## config.mk

```make
export PLATFORM = sky130hd
export DESIGN_NAME = same_winner_staleness_ramp
export DESIGN_NICKNAME = d
export VERILOG_FILES = /design/src/hdl/swsr_pkg.sv /design/src/hdl/swsr_div.sv /design/src/hdl/same_winner_staleness_ramp.sv
export SDC_FILE = /design/constraint.sdc
export NUM_CORES = 1
export LEC_CHECK = 0
export ABC_AREA = 1
export BUFFER_PORTS_ARGS = -buffer_cell sky130_fd_sc_hd__buf_2
export CORE_MARGIN = 2
export CORE_UTILIZATION = 60
export DETAILED_ROUTE_END_ITERATION = 8
export PLACE_DENSITY_LB_ADDON = 0.12
export SYNTH_ARGS = -nofsm -noshare
export SYNTH_HDL_FRONTEND = slang
export SYNTH_SLANG_ARGS = --single-unit
```

## constraint.sdc

```tcl
create_clock -name clk_i -period 10.5 [get_ports clk_i]
set_clock_uncertainty 0.2 [all_clocks]
set_input_delay 0 -clock clk_i [delete_from_list [all_inputs] [get_ports clk_i]]
set_output_delay 0 -clock clk_i [all_outputs]
set_load 0.005 [all_outputs]
```

## src/hdl/swsr_pkg.sv

```systemverilog
package swsr_pkg;

  localparam int unsigned WinnerW = 32;
  localparam int unsigned TickW   = 32;
  localparam int unsigned StreakW = 18;
  localparam int unsigned CfgW    = 16;
  localparam int unsigned FracW   = 16;
  localparam int unsigned StaleW  = FracW + 1;
  localparam int unsigned InDataW  = WinnerW + TickW;
  localparam int unsigned OutPackW = StaleW + TickW;
  localparam int unsigned OutDataW = ((OutPackW + 7) / 8) * 8;
  localparam int unsigned CntW     = $clog2(FracW + 1);

  localparam logic [StreakW-1:0] StreakMax   = '1;
  localparam logic [StaleW-1:0]  StaleOne    = StaleW'(1) << FracW;
  localparam logic [CfgW-1:0]    ThreshReset = CfgW'(60);
  localparam logic [CfgW-1:0]    WindowReset = CfgW'(240);

  typedef enum logic [1:0] {
    REG_THRESHOLD = 2'd0,
    REG_WINDOW    = 2'd1,
    REG_EMIT_ZERO = 2'd2
  } cfg_reg_e;

  typedef enum logic {
    CMD_REPORT = 1'b0,
    CMD_TICK   = 1'b1
  } cmd_e;

  typedef enum logic [3:0] {
    S_IDLE = 4'b0001,
    S_CALC = 4'b0010,
    S_DIV  = 4'b0100,
    S_OUT  = 4'b1000
  } state_e;

  typedef struct packed {
    logic busy;
    logic done;
  } div_stat_t;

endpackage

```

## src/hdl/swsr_div.sv

```systemverilog
// Restoring divider, one quotient bit per cycle: quot = floor(num * 2^FracW / den),
// valid for num < den.
module swsr_div (
  input  logic                       clk_i,
  input  logic                       rst_ni,
  input  logic                       start_i,
  input  logic [swsr_pkg::CfgW-1:0]  num_i,
  input  logic [swsr_pkg::CfgW-1:0]  den_i,
  output swsr_pkg::div_stat_t        stat_o,
  output logic [swsr_pkg::FracW-1:0] quot_o
);
  import swsr_pkg::*;

  logic [CntW-1:0]  cnt_q, cnt_d;
  logic             done_q, done_d;
  logic [CfgW-1:0]  rem_q, rem_d;
  logic [CfgW-1:0]  den_q, den_d;
  logic [FracW-1:0] quot_q, quot_d;
  logic [CfgW:0]    shifted;
  logic [CfgW:0]    trial;
  logic             fits;

  always_comb begin
    shifted = {rem_q, 1'b0};
    trial   = shifted - {1'b0, den_q};
    fits    = shifted >= {1'b0, den_q};
    cnt_d   = cnt_q;
    rem_d   = rem_q;
    den_d   = den_q;
    quot_d  = quot_q;
    done_d  = 1'b0;
    if (start_i) begin
      cnt_d  = CntW'(FracW);
      rem_d  = num_i;
      den_d  = den_i;
      quot_d = '0;
    end else if (cnt_q != '0) begin
      // remainder stays below den, so the low bits hold it
      rem_d  = fits ? trial[CfgW-1:0] : shifted[CfgW-1:0];
      quot_d = {quot_q[FracW-2:0], fits};
      cnt_d  = cnt_q - CntW'(1);
      done_d = (cnt_q == CntW'(1));
    end
  end

  always_ff @(posedge clk_i or negedge rst_ni) begin
    if (!rst_ni) begin
      cnt_q  <= '0;
      done_q <= 1'b0;
    end else begin
      cnt_q  <= cnt_d;
      done_q <= done_d;
    end
  end

  always_ff @(posedge clk_i) begin
    rem_q  <= rem_d;
    den_q  <= den_d;
    quot_q <= quot_d;
  end

  assign stat_o.busy = (cnt_q != '0);
  assign stat_o.done = done_q;
  assign quot_o      = quot_q;

endmodule

```

## src/hdl/same_winner_staleness_ramp.sv

```systemverilog
// Same-winner staleness ramp. A report beat (tuser = 0) latches a winner id and
// keeps the block idle. A tick beat (tuser = 1) folds the pending report into
// the streak and produces staleness = clamp((streak - idle_threshold) /
// decay_window, 0, 1) in Q1.16, or zero when decay_window is 0; a result beat
// follows when staleness is nonzero or emit_when_zero is set. A tick whose ramp
// is clamped at either end skips the divider; otherwise the bit-serial divider
// retires one quotient bit per cycle over 16 fraction bits. The output register
// lets the block take the next beat while a result waits; a tick that finishes
// while the previous result is still held waits for it.
module same_winner_staleness_ramp (
  input  logic                          clk_i,
  input  logic                          rst_ni,
  input  logic                          cfg_we_i,
  input  logic [1:0]                    cfg_idx_i,
  input  logic [swsr_pkg::CfgW-1:0]     cfg_wdata_i,
  input  logic                          s_axis_tvalid_i,
  output logic                          s_axis_tready_o,
  input  logic [swsr_pkg::InDataW-1:0]  s_axis_tdata_i,  // winner, tick number
  input  logic                          s_axis_tuser_i,  // command
  output logic                          m_axis_tvalid_o,
  input  logic                          m_axis_tready_i,
  output logic [swsr_pkg::OutDataW-1:0] m_axis_tdata_o,  // staleness, tick_echo, zero pad
  output logic                          m_axis_tuser_o   // active
);
  import swsr_pkg::*;

  state_e              state_q, state_d;
  logic [CfgW-1:0]     thresh_q, window_q;
  logic                emit_zero_q;
  logic [WinnerW-1:0]  pend_q, cur_q;
  logic                seen_q;
  logic [StreakW-1:0]  streak_q;
  logic [TickW-1:0]    tick_q;
  logic [StaleW-1:0]   stale_q, stale_d;
  logic                out_valid_q, out_valid_d;
  logic [StaleW-1:0]   out_stale_q;
  logic [TickW-1:0]    out_tick_q;
  logic                accept, load_out, div_start;
  logic [StreakW:0]    over;
  logic                over_pos, over_full;
  div_stat_t           div_stat;
  logic [FracW-1:0]    div_quot;

  assign accept = s_axis_tvalid_i && s_axis_tready_o;
  assign s_axis_tready_o = (state_q == S_IDLE);

  assign over      = {1'b0, streak_q} - (StreakW + 1)'(thresh_q);
  assign over_pos  = (streak_q > StreakW'(thresh_q));
  assign over_full = over[StreakW-1:0] >= StreakW'(window_q);

  assign load_out = (state_q == S_OUT) && (!out_valid_q || m_axis_tready_i);

  always_comb begin
    state_d   = state_q;
    stale_d   = stale_q;
    div_start = 1'b0;
    unique case (state_q)
      S_IDLE: if (accept && s_axis_tuser_i == CMD_TICK) state_d = S_CALC;
      S_CALC: begin
        if (!over_pos || window_q == '0) begin
          stale_d = '0;
          state_d = S_OUT;
        end else if (over_full) begin
          stale_d = StaleOne;
          state_d = S_OUT;
        end else begin
          div_start = 1'b1;
          state_d   = S_DIV;
        end
      end
      S_DIV: begin
        if (div_stat.done) begin
          stale_d = {1'b0, div_quot};
          state_d = S_OUT;
        end
      end
      S_OUT: if (load_out) state_d = S_IDLE;
      default: state_d = S_IDLE;
    endcase
  end

  always_comb begin
    out_valid_d = out_valid_q && !m_axis_tready_i;
    if (load_out && (stale_q != '0 || emit_zero_q)) out_valid_d = 1'b1;
  end

  swsr_div u_div (
    .clk_i   (clk_i),
    .rst_ni  (rst_ni),
    .start_i (div_start),
    .num_i   (over[CfgW-1:0]),
    .den_i   (window_q),
    .stat_o  (div_stat),
    .quot_o  (div_quot)
  );

  always_ff @(posedge clk_i or negedge rst_ni) begin
    if (!rst_ni) begin
      state_q     <= S_IDLE;
      thresh_q    <= ThreshReset;
      window_q    <= WindowReset;
      emit_zero_q <= 1'b0;
      pend_q      <= '0;
      seen_q      <= 1'b0;
      cur_q       <= '0;
      streak_q    <= '0;
      out_valid_q <= 1'b0;
    end else begin
      state_q     <= state_d;
      out_valid_q <= out_valid_d;
      if (cfg_we_i) begin
        unique case (cfg_idx_i)
          REG_THRESHOLD: thresh_q    <= cfg_wdata_i;
          REG_WINDOW:    window_q    <= cfg_wdata_i;
          REG_EMIT_ZERO: emit_zero_q <= cfg_wdata_i[0];
          default: ;
        endcase
      end
      if (accept) begin
        if (s_axis_tuser_i == CMD_REPORT) begin
          pend_q <= s_axis_tdata_i[WinnerW-1:0];
          seen_q <= 1'b1;
        end else if (seen_q) begin
          seen_q <= 1'b0;
          if (pend_q != cur_q) begin
            cur_q    <= pend_q;
            streak_q <= '0;
          end else if (streak_q != StreakMax) begin
            streak_q <= streak_q + StreakW'(1);
          end
        end
      end
    end
  end

  always_ff @(posedge clk_i) begin
    stale_q <= stale_d;
    if (accept) tick_q <= s_axis_tdata_i[InDataW-1:WinnerW];
    if (load_out) begin
      out_stale_q <= stale_q;
      out_tick_q  <= tick_q;
    end
  end

  assign m_axis_tvalid_o = out_valid_q;
  assign m_axis_tdata_o  = {{(OutDataW - OutPackW){1'b0}}, out_tick_q, out_stale_q};
  assign m_axis_tuser_o  = (out_stale_q != '0);

endmodule

```

==> results of run 1 <==
## cells in the final DEF, fill, tap and decap left out, types with 7 or more instances in the layout
cell           count
o21ai_1            9
conb_1             7
dlygate4sd3_1    120
edfxtp_1         130
dfstp_2            9
a21oi_1           84
nor2_1           127
clkbuf_1           9
inv_2              7
nand2_1          282
dfrtp_1          118
buf_2            138
inv_1            211
nand4_1           38
clkbuf_16         28
nor3_1            17
dfxtp_1           16
nand3_1           50
nor4_1            13
xor2_1            45
nand2_2           13
xnor2_1           21
ha_1              52
o21ai_0           96
## logic make-up (layout without fill, tap and decap cells)
kind of cell,count (synthesis),after routing,share of synthesized area [%]
buffers and inverters,264,534,8.17
and+or+nand+nor,557,557,18.1
xor gates and xnor gates,66,66,4.33
other,1,7,0.0281
adders and majority gates,54,54,5.18
DFF,273,273,55.6
AOI/OAI and AO/OA,213,213,8.66
## power by group through the flow
stage / registers [mW] / clock network [mW] / logic (mW)
after CTS: 1.60 / 0.920 / 1.24
after global placement: 1.60 / 0 / 1.16
after detailed placement: 1.61 / 0 / 1.19
after global routing: 1.63 / 0.978 / 1.45
final: 1.61 / 0.915 / 1.27
after floorplan: 1.57 / 0 / 0.946
## metal layers
metal,track usage (%),up-vias,wire (um)
li1,-,5182,-
met1,36.1,4884,13700
met2,47.3,333,15700
met3,4.03,76,1760
met4,9.22,0,945
met5,0,-,0
## metrics by stage
stage,utilization (%),std cells
floorplan,-,1434
global placement,65.1,1813
detailed placement,65.1,1813
CTS,74.4,1983
global route,74.5,1984
finish,74.5,1984
## worst max path at each step
| stage | start | end | cells past startpoint |
|---|---|---|---|
| floorplan | streak_q[0] | u_div.rem_q[0] | 18 |
| global placement | streak_q[0] | u_div.rem_q[3] | 17 |
| detailed placement | streak_q[0] | u_div.rem_q[3] | 17 |
| CTS | streak_q[0] | u_div.rem_q[8] | 17 |
| global route | streak_q[0] | u_div.rem_q[13] | 17 |
| finish | streak_q[0] | u_div.rem_q[8] | 17 |
## sequential cells by signal, indices dropped and copies added, names as in the netlist, 4 cells and up
| name | flops |
|---|---|
| out_stale_q | 17 |
| cur_q | 32 |
| thresh_q | 16 |
| out_tick_q | 32 |
| stale_q | 17 |
| u_div.den_q | 16 |
| streak_q | 18 |
| tick_q | 32 |
| state_q | 4 |
| u_div.rem_q | 16 |
| u_div.quot_o | 16 |
| u_div.cnt_q | 5 |
| pend_q | 32 |
| window_q | 16 |
## worst max-delay path: stages (launching register included)
cell and delay [ns]:
dfrtp_1 0.37, inv_1 0.19, ha_1 0.18, inv_1 0.08
fa_1 0.40, nand3_1 0.11, nand3_2 0.09, a21oi_1 0.21
o21ai_0 0.16, xor2_1 0.19, ha_1 0.21, a21oi_1 0.14
nor2_1 0.05, a211oi_1 0.16, nand2_1 0.10, a21boi_0 0.30
nand4_4 0.59, nand2_1 0.78
## area by class of cell
type	instances	area [um2]	share of cell area (%)
clock buffers	39	762	4.69
clock inverters	11	70.1	0.431
inverters	219	822	5.06
multi-input cells	897	4870	30.0
flip-flops and latches	273	7410	45.6
well taps	280	350	2.16
repair buffers	265	1960	12.1
==> metrics, run 1 <==
status complete, no violations; YS warnings 0; Starting Density 61.1%; vias in the first global route 10500; Data required, critical path 10.47 ns; Placed Area 0.0142 mm2; Post-Syn Area 0.0133 mm2; post-route design area 0.0163 mm2; Top Ports 147; Post-synth ARST share 46.5%; largest net degree at the start of global routing 80; clock share of power 24.1%; Achievable Freq 204 MHz; Hold Crit Endpoint pend_q[0]; dpl hpwl 20.6 mm; GP Congestion 0.926; Synth area leaders edfxtp_1 29%, dfrtp_1 22%, nand2_1 8.0%; setup tns final 0 ns; Vias 10500; Root Buffer clkbuf_16; CTS max path bufs 3; Worst Reg-to-Reg Cells 17; crit end category flip-flop; Detail Route Antenna Nets 0; Synth Register Bits 273; Sw Ratio 35.8%; Final setup viols 0; H-tree depth 1; detailed-route wire length 32.1 mm; # Post-CTS Setup Buffers 0; min-delay src s_axis_tdata_i[0]; Die W 153 um; Final #Nets 1825; dpl ws 5.59 ns; post-synth top area cell edfxtp_1; Syn Inst Count 1428; CTS clock-pin slew for the worst setup and hold paths 0.06 ns; CTS tree yes; filler cell count 1511; Pint 2.43 mW; Synth Flop Type edfxtp_1; Iter 0 DRT Violations 694; initial antenna violation count 0; DIE HEIGHT 153 um; sequential power share 42.4%; commonest cells in the netlist 283 x nand2_1, 211 x inv_1, 130 x edfxtp_1; Avg Cell Area, Syn 9.34 um2; Synth top area share 29.3%; total clock buffers created by CTS 27; worst-case hold slack 0.0304 ns; period utilisation layout 46.8%; antenna cells 0; Hold Violations, Final 0; clk sink count 273; routed len/inst 16.2 um; port buffer count 139; Slew @ Worst Pin 1.20 ns; power density over the cells 233 mW/mm2; Comb power frac 33.5%; worst-skew pair later-pin latency 0.55 ns; slew margin rel. 19.5%; total power 3.79 mW; Switching Power 1.36 mW; share of post-route cells with drive strength above 1 13.6%; post-route setup slack 5.59 ns; CP max FO 42; Overflow after GRT 0; minimum clock period 4.91 ns; crit path kind flip-flop to flip-flop; RSZ-0062 raised after global routing no; # hold bufs at CTS 120; first-pass GRT wire length 52.0 mm; RR Startpoint streak_q[0]; Critical Path Start Type flip-flop; post-CTS sizing 0; Max Slew Vio Count 0; Max rail drop VDD 0.163 mV; GRT Total Usage 27.5%; slack of the worst reg-to-reg path 5.59 ns; max-cap check violation count 0; Min-Delay Path Class input port to flip-flop; core area 0.0218 mm2; row count 54; Post-synth EDFFs 130; Worst Path Arrival 4.88 ns; sequential-to-total area share from yosys stat 55.6%; Synth cell types 48; DRC 0; Leakage Power 7.75 nW; Hold Path Depth 4; Layout area overhead 21.8%; most instantiated library cell after synthesis nand2_1; drt first pass iters 5; RR Endpoint u_div.rem_q[8]; drt via density 5.28; DIE AREA 0.0234 mm2
(Power assumes the default switching activity.)
==> run 2, diff against run 1 <==
CORE_UTILIZATION = 59   (was 60)
clock period = 5.1 ns   (was 10.5 ns; I/O delays follow)
==> run 2 against run 1 <==
Final cell count grew 0.55%. Total power grew 110%. Via count is essentially flat. Critical path depth grew 5. Hold slack gained 0.015 ns. Sequential cell count is the same. Routed wire length shrank 1.5%. Largest cell class unchanged. Largest power group unchanged.
==> metrics, run 2 (same netlist as run 1, synthesis figures left out) <==
Worst Reg-to-Reg Cells 22 (+5); crit path kind flip-flop to flip-flop; Root Buffer clkbuf_16; Hold Path Depth 4 (unchanged); filler cell count 1604 (+6.2%); Achievable Freq 218 MHz (+6.8%); initial antenna violation count 0 (unchanged); core area 0.0224 mm2 (+2.8%); post-route setup slack 0.505 ns (-5.09 ns); Min-Delay Path Class input port to flip-flop; antenna cells 0 (unchanged); routed len/inst 15.9 um (-2.1%); detailed-route wire length 31.7 mm (-1.5%); drt via density 5.25 (-0.56%); largest net degree at the start of global routing 71 (-11%); CTS max path bufs 3 (unchanged); H-tree depth 1 (unchanged); DIE HEIGHT 154 um (+0.82%); Detail Route Antenna Nets 0 (unchanged); Starting Density 59.5% (-1.7 points); GRT Total Usage 27.2% (-0.29 points); total clock buffers created by CTS 28 (+3.7%); # hold bufs at CTS 123 (+2.5%); minimum clock period 4.60 ns (-0.314 ns); first-pass GRT wire length 52.1 mm (about the same); status complete, no violations; power density over the cells 484 mW/mm2 (+110%); clk sink count 273 (unchanged); DIE AREA 0.0238 mm2 (+1.7%); Iter 0 DRT Violations 702 (+1.2%); setup tns final 0 ns (unchanged); dpl hpwl 20.3 mm (-1.5%); area of the multi-input gates 0.00487 mm2 (unchanged); post-CTS sizing 0 (unchanged); port buffer count 139 (unchanged); CP max FO 18 (-57%); share of post-route cells with drive strength above 1 13.8% (+0.24 points); Final setup viols 0 (unchanged); Slew @ Worst Pin 1.18 ns (-0.0227 ns); RSZ-0062 raised after global routing no; Die W 154 um (+0.82%); drt first pass iters 5 (unchanged); Max rail drop VDD 0.329 mV (+100%); Top Ports 147 (unchanged); Leakage Power 7.81 nW (+0.69%); FF/Latch Area 0.00741 mm2 (unchanged); # Post-CTS Setup Buffers 0 (unchanged); GP Congestion 0.917 (-0.97%); most frequent cells in the layout 282 x nand2_1, 211 x inv_1, 138 x buf_2, 130 x edfxtp_1, 127 x nor2_1; Worst Path Arrival 4.59 ns (-0.29 ns); Layout area overhead 22.7%; Overflow after GRT 0 (unchanged); Data required, critical path 5.09 ns (-5.38 ns); period utilisation layout 90.1% (+43 points); max-cap check violation count 0 (unchanged); dpl ws 0.594 ns (-5.00 ns); worst-skew pair later-pin latency 0.56 ns (about the same); DRC 0 (unchanged); vias in the first global route 10500 (+0.16%); Hold Violations, Final 0 (unchanged); CTS tree yes; Max Slew Vio Count 0 (unchanged); Final #Nets 1830 (+0.27%); CTS clock-pin slew for the worst setup and hold paths 0.06 ns (about the same); row count 55 (+1.9%); slew margin rel. 21.0% (+1.5 points); Critical Path Start Type flip-flop; crit end category flip-flop; Vias 10500 (-0.0095%); most common cell after layout, fill and taps aside nand2_1
[run 2: changes by cell type in the layout (fill, tap and decap cells not counted), sizes merged]
cell | previous run | this run
inv | 220 | 221
bufinv | 0 | 2
clkbuf | 39 | 37
clkinv | 9 | 10
dlygate4sd3 | 120 | 122
buf | 145 | 147
[run 2: layout make-up]
| class | instances | area share, % |
|---|---|---|
| Inverter | 219 | 5.02 |
| Multi-Input combinational cell | 897 | 29.8 |
| Sequential cell | 273 | 45.3 |
| Timing Repair Buffer | 269 | 12.2 |
| Clock inverter | 15 | 0.978 |
| Clock buffer | 37 | 4.55 |
| Tap cell | 285 | 2.18 |
[run 2: worst paths after layout]
check / slack, ns / end / from
setup / recovery: 0.50 / stale_q[11] / streak_q[0]
hold / removal: 0.05 / pend_q[19] / s_axis_tdata_i[19]
setup reg to reg: 0.50 / stale_q[11] / streak_q[0]
hold reg to reg: 0.22 / out_tick_q[8] / tick_q[8]
max in group asynchronous: 3.70 / pend_q[23] / rst_ni
min in group asynchronous: 0.38 / window_q[7] / rst_ni
[run 2: critical path, cell delays in order (launching register included)]
cell and delay (ns):
dfrtp_1 0.38, inv_1 0.21, ha_1 0.22, inv_1 0.09, fa_1 0.42, nand3_1 0.12, nand3_2 0.09, a21oi_1 0.20
o21ai_0 0.16, nand2_1 0.11, nand2_1 0.05, nand2_1 0.06, nand2_1 0.07, ha_1 0.28, nand2_1 0.08, nor4_1 0.28
nand3_1 0.11, nand2_1 0.07, nor2_1 0.06, nand4_4 0.16, buf_4 0.25, nand2_1 0.09, inv_1 0.45
[run 2: metal layers]
metal / vias up / part of all wire [%] / global-route usage (%)
li1: 5192 / - / -
met1: 4899 / 43 / 36.2
met2: 324 / 50 / 48.3
met3: 59 / 4.7 / 2.97
met4: 0 / 2.5 / 6.97
met5: - / 0 / 0
[run 2: through the flow]
stage               util (%)  power (mW)  std cells  hold WS (ns)  cell area, um2
finish                  73.0        7.92       1995        0.0451           16400
CTS                     73.0        7.87       1995       0.00142           16400
global placement        63.4        5.69       1820        -0.112           14200
global route            73.0        8.49       1995        0.0429           16400
detailed placement      63.4        5.78       1820        -0.114           14200
floorplan                  -        5.18       1434        -0.496           13400
[run 2: power by group]
group | switching (mW) | internal, mW
registers | 0.350 | 2.95
logic | 1.60 | 1.02
clock network | 0.857 | 1.14
==> run 3, diff against run 2 <==
CORE_UTILIZATION = 55   (was 59)
clock period = 5.8 ns   (was 5.1 ns; I/O delays follow)
==> run 3 against run 2 <==
Die area increased by 7.1%. Clock-buffer cell count decreased by 7. Clock power decreased by 6%. Sequential share of layout area decreased by 0.22 points. Total power decreased by 11%. Combinational power decreased by 13%. Final cell count increased by 1.6%. Worst setup slack improved by 0.67 ns. Sequential cell count unchanged. Core utilization decreased by 3.3 points. Global-route usage decreased by 2.8 points. Sequential power decreased by 12%. Largest power group unchanged. Highest routed layer is now met5.
==> metrics, run 3 (same netlist as run 1, synthesis figures left out) <==
status complete, no violations; slew margin rel. 24.5% (+3.5 points); Achievable Freq 216 MHz (-0.57%); CTS max path bufs 3 (unchanged); Vias 10200 (-2.3%); minimum clock period 4.62 ns (+0.0265 ns); Critical Path Start Type flip-flop; GRT Total Usage 24.4% (-2.8 points); first-pass GRT wire length 50.6 mm (-2.8%); total clock buffers created by CTS 28 (unchanged); # Post-CTS Setup Buffers 0 (unchanged); Iter 0 DRT Violations 642 (-8.5%); final core utilization 69.7% (-3.3 points); power density over the cells 428 mW/mm2 (-11%); routed len/inst 15.1 um (-4.7%); setup tns final 0 ns (unchanged); # hold bufs at CTS 117 (-4.9%); drt via density 5.05 (-3.8%); share of post-route cells with drive strength above 1 13.8% (+0.032 points); post-CTS sizing 0 (unchanged); crit end category flip-flop; H-tree depth 1 (unchanged); worst-skew pair later-pin latency 0.54 ns (-0.02 ns); Max Slew Vio Count 0 (unchanged); Root Buffer clkbuf_16; dpl hpwl 20.7 mm (+2.4%); Hold Violations, Final 0 (unchanged); Worst Path Arrival 4.59 ns (about the same); most common cell after layout, fill and taps aside nand2_1; max-cap check violation count 0 (unchanged); Final setup viols 0 (unchanged); initial antenna violation count 2 (+2); filler cell count 1791 (+12%); DRC 0 (unchanged); crit path kind flip-flop to flip-flop; Min-Delay Path Class input port to flip-flop; GP Congestion 0.894 (-2.4%); port buffer count 139 (unchanged); clk sink count 273 (unchanged); DIE HEIGHT 160 um (+3.5%); drt first pass iters 5 (unchanged); largest net degree at the start of global routing 70 (-1.4%); Die W 160 um (+3.5%); Data required, critical path 5.77 ns (+0.68 ns); Final #Nets 1826 (-0.22%); DIE AREA 0.0255 mm2 (+7.1%); core area 0.0236 mm2 (+5.3%); row count 56 (+1.8%); Overflow after GRT 0 (unchanged); CP max FO 24 (+6); Slew @ Worst Pin 1.13 ns (-0.0519 ns); period utilisation layout 79.7% (-10 points); worst-case hold slack 0.0190 ns (-0.0261 ns); CTS clock-pin slew for the worst setup and hold paths 0.06 ns (about the same); most frequent cells in the layout 282 x nand2_1, 211 x inv_1, 138 x buf_2, 130 x edfxtp_1, 127 x nor2_1; Max rail drop VDD 0.326 mV (-1.2%); vias in the first global route 10300 (-2.0%); Starting Density 56.5% (-3.0 points); detailed-route wire length 30.7 mm (-3.2%); RSZ-0062 raised after global routing no; Leakage Power 7.83 nW (+0.27%); Layout area overhead 23.3%; CTS tree yes; Top Ports 147 (unchanged); Detail Route Antenna Nets 0 (unchanged)
-- run 3: cell types whose count changed in the layout (fill, tap and decap cells not counted), sizes merged --
| cell | change |
|---|---|
| clkinv | +6 |
| dlygate4sd3 | -4 |
| inv | -3 |
| clkbuf | -7 |
| bufinv | +4 |
| diode | +1 |
-- run 3: power breakdown --
group	internal, mW	switching, mW
sequential	2.59	0.298
combinational	0.896	1.38
clock	1.17	0.716
-- run 3: through the flow --
step / cell area (um2) / setup slack, ns / power, mW / std cells
2_1_floorplan: 13400 / 1.81 / 4.56 / 1434
3_3_place_gp: 14300 / 1.31 / 5.02 / 1854
3_5_place_dp: 14300 / 1.17 / 5.08 / 1854
4_1_cts: 16400 / 1.17 / 7.05 / 2023
5_1_grt: 16400 / 0.670 / 7.56 / 2025
6_report: 16500 / 1.18 / 7.05 / 2026
-- run 3: path summary, 6_finish.rpt --
path / from / to / slack, ns / cells past startpoint
max: streak_q[0] / u_div.den_q[9] / 1.18 / 17
min: s_axis_tdata_i[58] / tick_q[26] / 0.02 / 2
max reg2reg: streak_q[0] / u_div.den_q[9] / 1.18 / 17
min reg2reg: tick_q[3] / out_tick_q[3] / 0.22 / 0
max in group asynchronous: rst_ni / u_div.cnt_q[4] / 4.36 / 4
min in group asynchronous: rst_ni / thresh_q[3] / 0.37 / 3
-- run 3: critical path, cell delays in order (launching register included) --
cell      delay [ns]
dfrtp_1         0.38
inv_1           0.19
ha_1            0.19
inv_1           0.09
fa_1            0.42
nand3_1         0.12
nand3_2         0.10
a21oi_1         0.21
o21ai_0         0.17
xor2_1          0.19
ha_1            0.20
a21oi_1         0.14
nor2_1          0.05
a211oi_1        0.18
nand2_1         0.09
a21boi_0        0.30
nand4_4         0.40
inv_1           0.63
-- run 3: routing by layer --
layer,global-route usage (%),wire length [um],vias to the layer above
met3,3.74,1400,67
met2,41.8,14800,224
li1,-,-,5178
met1,32.1,13500,4762
met4,7.77,998,4
met5,0,23,-
-- run 3: area by class of cell --
cell class                      count  area (um2)  share of cell area, %
Sequential cell                   273        7410                   45.1
Timing Repair Buffer              265        1960                   11.9
Clock buffer                       30         729                   4.43
Tap cell                          319         399                   2.43
Multi-Input combinational cell    897        4870                   29.6
Clock inverter                     22         250                   1.52
Antenna cell                        1        2.50                 0.0152
Inverter                          219         822                   5.00
